<file path="src/rtl/core/ordered_value_list_assert.svh">
// ----------------------------------------------------------------------------
// ordered_value_list assertion macros
// shared property forms for the ordered value list checks
// ----------------------------------------------------------------------------
`ifndef ORDERED_VALUE_LIST_ASSERT_SVH
`define ORDERED_VALUE_LIST_ASSERT_SVH

// antecedent holds -> consequent holds in the same cycle
`define OVL_ASSERT_NOW(label, ante, cons, msg) \
    label: assert property (@(posedge i_clk) disable iff (!i_rst_n) \
        (ante) |-> (cons)) else $error(msg);

// antecedent holds -> consequent holds in the next cycle
`define OVL_ASSERT_NEXT(label, ante, cons, msg) \
    label: assert property (@(posedge i_clk) disable iff (!i_rst_n) \
        (ante) |=> (cons)) else $error(msg);

`endif

</file>
<file path="src/rtl/core/ovl_pkg.sv">
// ----------------------------------------------------------------------------
// ovl_pkg
// types and constants shared by the ordered value list modules
// ----------------------------------------------------------------------------
package ovl_pkg;

    localparam int CAPACITY_DEF = 16;
    localparam int VALUE_W      = 32;
    localparam int LENGTH_W     = 5;

    typedef enum logic [1:0] {
        MODE_FRONT  = 2'd0,
        MODE_BACK   = 2'd1,
        MODE_DELETE = 2'd2,
        MODE_SEARCH = 2'd3
    } t_mode;

    typedef enum logic [1:0] {
        ST_DONE    = 2'd0,
        ST_FULL    = 2'd1,
        ST_MISSING = 2'd2
    } t_status;

    typedef struct packed {
        t_mode                     mode;
        logic signed [VALUE_W-1:0] value;
    } t_in;

    typedef struct packed {
        t_status             status;
        logic                found;
        logic [LENGTH_W-1:0] length;
    } t_out;

    // command broadcast to every cell
    typedef struct packed {
        logic               fire;
        logic               full;
        t_mode              mode;
        logic [VALUE_W-1:0] value;
    } t_cell_ctl;

    // contents handed between neighboring cells
    typedef struct packed {
        logic               occ;
        logic [VALUE_W-1:0] data;
    } t_link;

endpackage

</file>
<file path="src/rtl/core/ordered_value_list.sv">
// ----------------------------------------------------------------------------
// ordered_value_list
// ordered list of signed 32-bit values with insert, delete and search
// ----------------------------------------------------------------------------
// Each command is held in an input register and carried out by a row of
// CAPACITY cells, which compare against the value in parallel, find the first
// match through a ripple down the row and shift left or right in place.
// A command then lands in an output register, so one command per cycle is
// taken when the result side keeps up; the input register lets one more
// command in while a result waits. A result passes the input register and
// then the output register. The length of the compare ripple through the
// cells sets the clock. Reset empties the list at once.
`include "ordered_value_list_assert.svh"

module ordered_value_list
    import ovl_pkg::*;
#(
    parameter int CAPACITY = CAPACITY_DEF
)
(
    input  logic i_clk,
    input  logic i_rst_n,
    input  logic i_in_valid,
    output logic o_in_stall,
    input  t_in  i_in,
    output logic o_out_valid,
    input  logic i_out_stall,
    output t_out o_out
);

    localparam int CNT_W = $clog2(CAPACITY + 1);

    logic             r_cmd_v;
    t_in              r_cmd;
    logic             r_out_v;
    t_out             r_out;
    logic [CNT_W-1:0] r_count;

    logic             n_cmd_v;
    logic             n_out_v;
    t_out             n_out;
    logic [CNT_W-1:0] n_count;

    logic      w_fire;
    logic      w_full;
    logic      w_found;
    t_cell_ctl w_ctl;
    t_status   w_status;

    assign w_fire      = r_cmd_v && (!r_out_v || !i_out_stall);
    assign w_full      = (r_count == CNT_W'(CAPACITY));
    assign o_in_stall  = r_cmd_v && !w_fire;
    assign o_out_valid = r_out_v;
    assign o_out       = r_out;

    assign w_ctl = '{fire: w_fire, full: w_full, mode: r_cmd.mode,
                     value: r_cmd.value};

    ovl_chain #(
        .CAPACITY (CAPACITY)
    ) u_chain (
        .i_clk   (i_clk),
        .i_rst_n (i_rst_n),
        .i_ctl   (w_ctl),
        .o_found (w_found)
    );

    always_comb begin
        n_count  = r_count;
        w_status = ST_DONE;
        unique case (r_cmd.mode)
            MODE_FRONT, MODE_BACK: begin
                if (w_full) begin
                    w_status = ST_FULL;
                end else begin
                    n_count = r_count + CNT_W'(1);
                end
            end
            MODE_DELETE: begin
                if (w_found) begin
                    n_count = r_count - CNT_W'(1);
                end else begin
                    w_status = ST_MISSING;
                end
            end
            default: begin
                if (!w_found) begin
                    w_status = ST_MISSING;
                end
            end
        endcase

        n_out   = '{status: w_status, found: w_found, length: LENGTH_W'(n_count)};
        n_cmd_v = r_cmd_v;
        if (w_fire) begin
            n_cmd_v = 1'b0;
        end
        if (i_in_valid && !o_in_stall) begin
            n_cmd_v = 1'b1;
        end
        n_out_v = r_out_v && i_out_stall;
        if (w_fire) begin
            n_out_v = 1'b1;
        end
    end

    always_ff @(posedge i_clk) begin
        if (!i_rst_n) begin
            r_cmd_v <= 1'b0;
            r_out_v <= 1'b0;
            r_count <= '0;
        end else begin
            r_cmd_v <= n_cmd_v;
            r_out_v <= n_out_v;
            if (w_fire) begin
                r_count <= n_count;
            end
        end
        if (i_in_valid && !o_in_stall) begin
            r_cmd <= i_in;
        end
        if (w_fire) begin
            r_out <= n_out;
        end
    end

    `OVL_ASSERT_NOW(a_count_max, 1'b1, r_count <= CNT_W'(CAPACITY), "count above capacity")
    `OVL_ASSERT_NEXT(a_full_keeps, w_fire && w_full && (r_cmd.mode == MODE_FRONT || r_cmd.mode == MODE_BACK), $stable(r_count), "refused insert changed count")
    `OVL_ASSERT_NEXT(a_delete_dec, w_fire && w_found && r_cmd.mode == MODE_DELETE, r_count == $past(r_count) - CNT_W'(1), "delete hit did not shrink list")
    `OVL_ASSERT_NOW(a_search_keeps, w_fire && r_cmd.mode == MODE_SEARCH, n_count == r_count, "search changed count")

endmodule

</file>
<file path="src/rtl/core/ovl_cell.sv">
// ----------------------------------------------------------------------------
// ovl_cell
// one list slot: holds an entry, compares it and shifts to either neighbor
// ----------------------------------------------------------------------------
module ovl_cell
    import ovl_pkg::*;
(
    input  logic      i_clk,
    input  logic      i_rst_n,
    input  t_cell_ctl i_ctl,
    input  t_link     i_left,
    input  t_link     i_right,
    input  logic      i_hit,
    output t_link     o_link,
    output logic      o_hit
);

    logic               r_occ;
    logic [VALUE_W-1:0] r_data;
    logic               n_occ;
    logic [VALUE_W-1:0] n_data;
    logic               w_match;

    assign w_match = r_occ && (r_data == i_ctl.value);
    assign o_hit   = i_hit | w_match;
    assign o_link  = '{occ: r_occ, data: r_data};

    always_comb begin
        n_occ  = r_occ;
        n_data = r_data;
        if (i_ctl.fire) begin
            unique case (i_ctl.mode)
                MODE_FRONT: begin
                    if (!i_ctl.full) begin
                        n_occ  = i_left.occ;
                        n_data = i_left.data;
                    end
                end
                MODE_BACK: begin
                    // first empty slot takes the value
                    if (!i_ctl.full && !r_occ && i_left.occ) begin
                        n_occ  = 1'b1;
                        n_data = i_ctl.value;
                    end
                end
                MODE_DELETE: begin
                    // slots at or after the first match pull from the right
                    if (o_hit) begin
                        n_occ  = i_right.occ;
                        n_data = i_right.data;
                    end
                end
                default: begin
                end
            endcase
        end
    end

    always_ff @(posedge i_clk) begin
        if (!i_rst_n) begin
            r_occ <= 1'b0;
        end else begin
            r_occ <= n_occ;
        end
        r_data <= n_data;
    end

endmodule

</file>
<file path="src/rtl/core/ovl_chain.sv">
// ----------------------------------------------------------------------------
// ovl_chain
// row of list cells, head at cell 0, with the match ripple running down it
// ----------------------------------------------------------------------------
module ovl_chain
    import ovl_pkg::*;
#(
    parameter int CAPACITY = CAPACITY_DEF
)
(
    input  logic      i_clk,
    input  logic      i_rst_n,
    input  t_cell_ctl i_ctl,
    output logic      o_found
);

    t_link w_link [CAPACITY];
    logic  w_hit  [CAPACITY+1];

    assign w_hit[0] = 1'b0;
    assign o_found  = w_hit[CAPACITY];

    for (genvar g = 0; g < CAPACITY; g++) begin : g_cell
        t_link w_left;
        t_link w_right;

        if (g == 0) begin : g_head
            // head sees an occupied slot carrying the new value
            assign w_left = '{occ: 1'b1, data: i_ctl.value};
        end else begin : g_mid_l
            assign w_left = w_link[g-1];
        end

        if (g == CAPACITY - 1) begin : g_tail
            assign w_right = '{occ: 1'b0, data: '0};
        end else begin : g_mid_r
            assign w_right = w_link[g+1];
        end

        ovl_cell u_cell (
            .i_clk   (i_clk),
            .i_rst_n (i_rst_n),
            .i_ctl   (i_ctl),
            .i_left  (w_left),
            .i_right (w_right),
            .i_hit   (w_hit[g]),
            .o_link  (w_link[g]),
            .o_hit   (w_hit[g+1])
        );
    end

endmodule

</file>
<file path="config.mk">
export PLATFORM = sky130hd
export DESIGN_NAME = ordered_value_list
export DESIGN_NICKNAME = d
export VERILOG_FILES = /design/src/rtl/core/ovl_pkg.sv /design/src/rtl/core/ordered_value_list.sv /design/src/rtl/core/ovl_cell.sv /design/src/rtl/core/ovl_chain.sv
export VERILOG_INCLUDE_DIRS = /design/src /design/src/rtl/core
export SDC_FILE = /design/constraint.sdc
export NUM_CORES = 2
export LEC_CHECK = 0
export BUFFER_PORTS_ARGS = -buffer_cell sky130_fd_sc_hd__buf_2
export CAP_MARGIN = 40
export CORE_MARGIN = 4
export CORE_UTILIZATION = 50
export CTS_CLUSTER_SIZE = 20
export DETAILED_ROUTE_END_ITERATION = 12
export PLACE_DENSITY = 0.66
export SKIP_CTS_REPAIR_TIMING = 1
export SLEW_MARGIN = 20
export SYNTH_ARGS = -nofsm -noshare
export SYNTH_HDL_FRONTEND = slang
export SYNTH_SLANG_ARGS = --single-unit
</file>
<file path="constraint.sdc">
create_clock -name i_clk -period 12.3 [get_ports i_clk]
set_input_delay 1.845 -clock i_clk [delete_from_list [all_inputs] [get_ports i_clk]]
set_output_delay 1.845 -clock i_clk [all_outputs]
set_load 0.05 [all_outputs]
</file>
==> results by group <==
Logic synthesis
  • Synth Register Bits: 577
  • Ys flop type: edfxtp_1
  • Post-synth ARST share: 0
  • Synth top area cells: edfxtp_1, xnor2_1, nor2b_1
  • Count leader, synth: edfxtp_1
  • Number of synthesized flops with an enable pin: 554
  • Share of the synthesized area in the top cell type: 0.487
  • Yosys cell types: 67
  • Top post-synthesis cells by count: edfxtp_1, nand2_1, a21oi_1
  • Post-Syn Area: 0.0342 mm²
  • Syn nets: 3473
  • Ys Warns: 0
  • Mapped Cells: 3429
  • Sequential share of the synthesized area: 0.500
  • Largest area contributor in the netlist: edfxtp_1
  • Post-Syn Area per Cell: 9.97 µm²

Layout
  • Area Growth Syn to Fin: 9.67%
  • Layout cells sized above 1: 0.0816
  • Final core utilization: 0.555
  • # diodes: 0
  • NumNets Final: 3439

STA
  • Hold Violations, Final: 0
  • Final setup fails: 0
  • RSZ-0062 raised after global routing: no
  • Minimum clock period: 4.49 ns
  • Slew HR: 0.126
  • Slew at the pin closest to its max-slew limit: 1.31 ns
  • Final setup margin: 7.81 ns
  • Period utilization: 0.365
  • Hold slack: 0.529 ns
  • Skew final: 0.0231 ns
  • Setup_tns: 0 ns
  • Max Slew Vio Count: 0
  • Max Clock Freq: 0.223 GHz

Placement
  • PortBufs: 47
  • GP Congestion: 1.05
  • DP Wirelength: 90.1 mm
  • Worst slack, placed: 7.94 ns

Die
  • Initial core utilization: 0.506
  • Die width: 269 µm
  • Die area: 0.0726 mm²
  • Top Ports: 48
  • Die Ht: 269 µm
  • Core ar.: 0.0675 mm²
  • Row count: 95

Clock network
  • Clock insertion delay at the later pin of the skew report: 0.61 ns
  • Num Clock Sinks: 577
  • CTS root buf: clkbuf_16
  • TritonCTS clock tree: done
  • H-tree depth: 3
  • Bufs on Longest Clock Path: 3
  • CTS Buf Count: 68
  • Clk slew on worst S/H paths: 0.06 ns

Power and ir drop
  • Sw Share: 0.285
  • Sequential share of power: 0.454
  • P_sw: 1480 µW
  • Leak: 0.0136 µW
  • Clock share of power: 0.388
  • Pint: 3710 µW
  • Peak VDD IR: 87.2 µV
  • Gate power share: 0.158
  • Power density over the cells: 138 mW/mm²

Flow run
  • Max-cap viol count: 0

Global route
  • First-pass GRT wire length: 178 mm
  • Initial antenna violation count: 1
  • Number of global-route vias before repair: 26800
  • Largest net degree at the start of global routing: 229
  • Congestion Overflow GR: 0
  • GRT Overall Usage: 0.322

Routing
  • Initial DRC count: 3979
  • DR vias: 27700
  • Via density: 6.41
  • Final WL: 122 mm
  • DRC violations left: 0
  • Routed WL per cell: 28.1 µm
  • Antenna Nets Post-Route: 0
  • Drt pass-1 iters: 8

Setup path
  • Worst endpoint data arrival time: 4.94 ns
  • Worst Setup End Kind: flop
  • Startpoint Class: flop
  • Kind of critical path: flop to flop
  • Worst-path fanout max: 228
  • Crit path required time: 12.75 ns

Outcome
  • Status: completed

Worst hold path
  • HP Class: flop to flop
[registers in the layout, summed over array words and instances, names as in the netlist]
register and count:
o_out_valid 1, u_chain.g_cell.u_cell.r_data 512, r_count 5, r_cmd 34, u_chain.g_cell.u_cell.r_occ 16, r_cmd_v 1, o_out 8
[area by class of cell]
| class | instances | area [µm²] |
|---|---|---|
| clock buffers | 85 | 1850 |
| clock inverters | 35 | 293 |
| flip-flops and latches | 577 | 17100 |
| repair buffers | 120 | 1040 |
| well taps | 873 | 1090 |
| inverters | 45 | 169 |
| fillers | 5913 | 30000 |
| multi-input cells | 2583 | 15900 |
[power by group through the flow]
stage | logic (µW) | registers, µW | clock network (µW)
floorplan | 527 | 2360 | 0
global placement | 743 | 2390 | 0
detailed placement | 775 | 2390 | 0
CTS | 780 | 2350 | 2020
global route | 872 | 2360 | 2100
finish | 819 | 2350 | 2010
[worst max-delay path: stages, from the launching register on]
cell and delay (ns):
edfxtp_1 0.42, inv_1 0.15, ha_2 0.19, buf_4 0.65, and2_4 0.75, buf_4 0.70
buf_12 0.63, a21oi_1 0.22, nand2_1 0.12
[layout by cell type, fill, tap and decap left out, drive strengths merged, types with 7 or more instances in the layout]
master,netlist,routed
edfxtp,554,554
dfxtp,23,23
o21ai,51,51
mux2,31,31
clkinv,0,28
a211oi,7,7
nand3,37,37
nor2b,464,464
nand3b,10,10
buf,70,120
a21oi,485,485
nor4b,12,12
inv,45,46
mux2i,13,13
nor3,19,19
nor4,96,96
nand2b,7,7
nand4,149,149
and3,10,10
nand2,550,550
xor2,173,173
xnor2,342,342
nor2,40,40
nand4b,9,9
clkbuf,154,85
[metrics by stage]
stage,cell area (µm²),cells,power (µW)
final,37500,4318,5180
after detailed placement,35300,4194,3170
after floorplan,34200,3429,2890
after CTS,37400,4314,5150
after global placement,35000,4183,3130
after global routing,37500,4318,5330
[worst paths after layout]
kind,from,to,slack [ns],depth (start not counted)
min,r_cmd_v,o_out_valid,0.53,2
min reg2reg,r_cmd_v,o_out_valid,0.53,2
max reg2reg,r_cmd[32],u_chain.g_cell[11].u_cell.r_data[4],7.81,8
max,r_cmd[32],u_chain.g_cell[11].u_cell.r_data[4],7.81,8
[cell families (layout without fill, tap and decap cells)]
logic type,count (synthesis),count (layout),synth area share
xor gates and xnor gates,515,515,0.132
and+or+nand+nor,1436,1436,0.221
muxes,44,44,0.0140
buffers and inverters,269,285,0.0381
AOI/OAI and AO/OA,582,582,0.0920
DFF,577,577,0.500
adders and majority gates,6,6,0.00220
[layer usage]
layer | wire length [µm] | part of all wire | global-route usage
met1 | 50100 | 0.41 | 0.460
met2 | 52100 | 0.43 | 0.469
met3 | 17300 | 0.14 | 0.126
met4 | 1960 | 0.016 | 0.0631
met5 | 0 | 0 | 0
No activity file was read; power rests on OpenSTA's default activity.
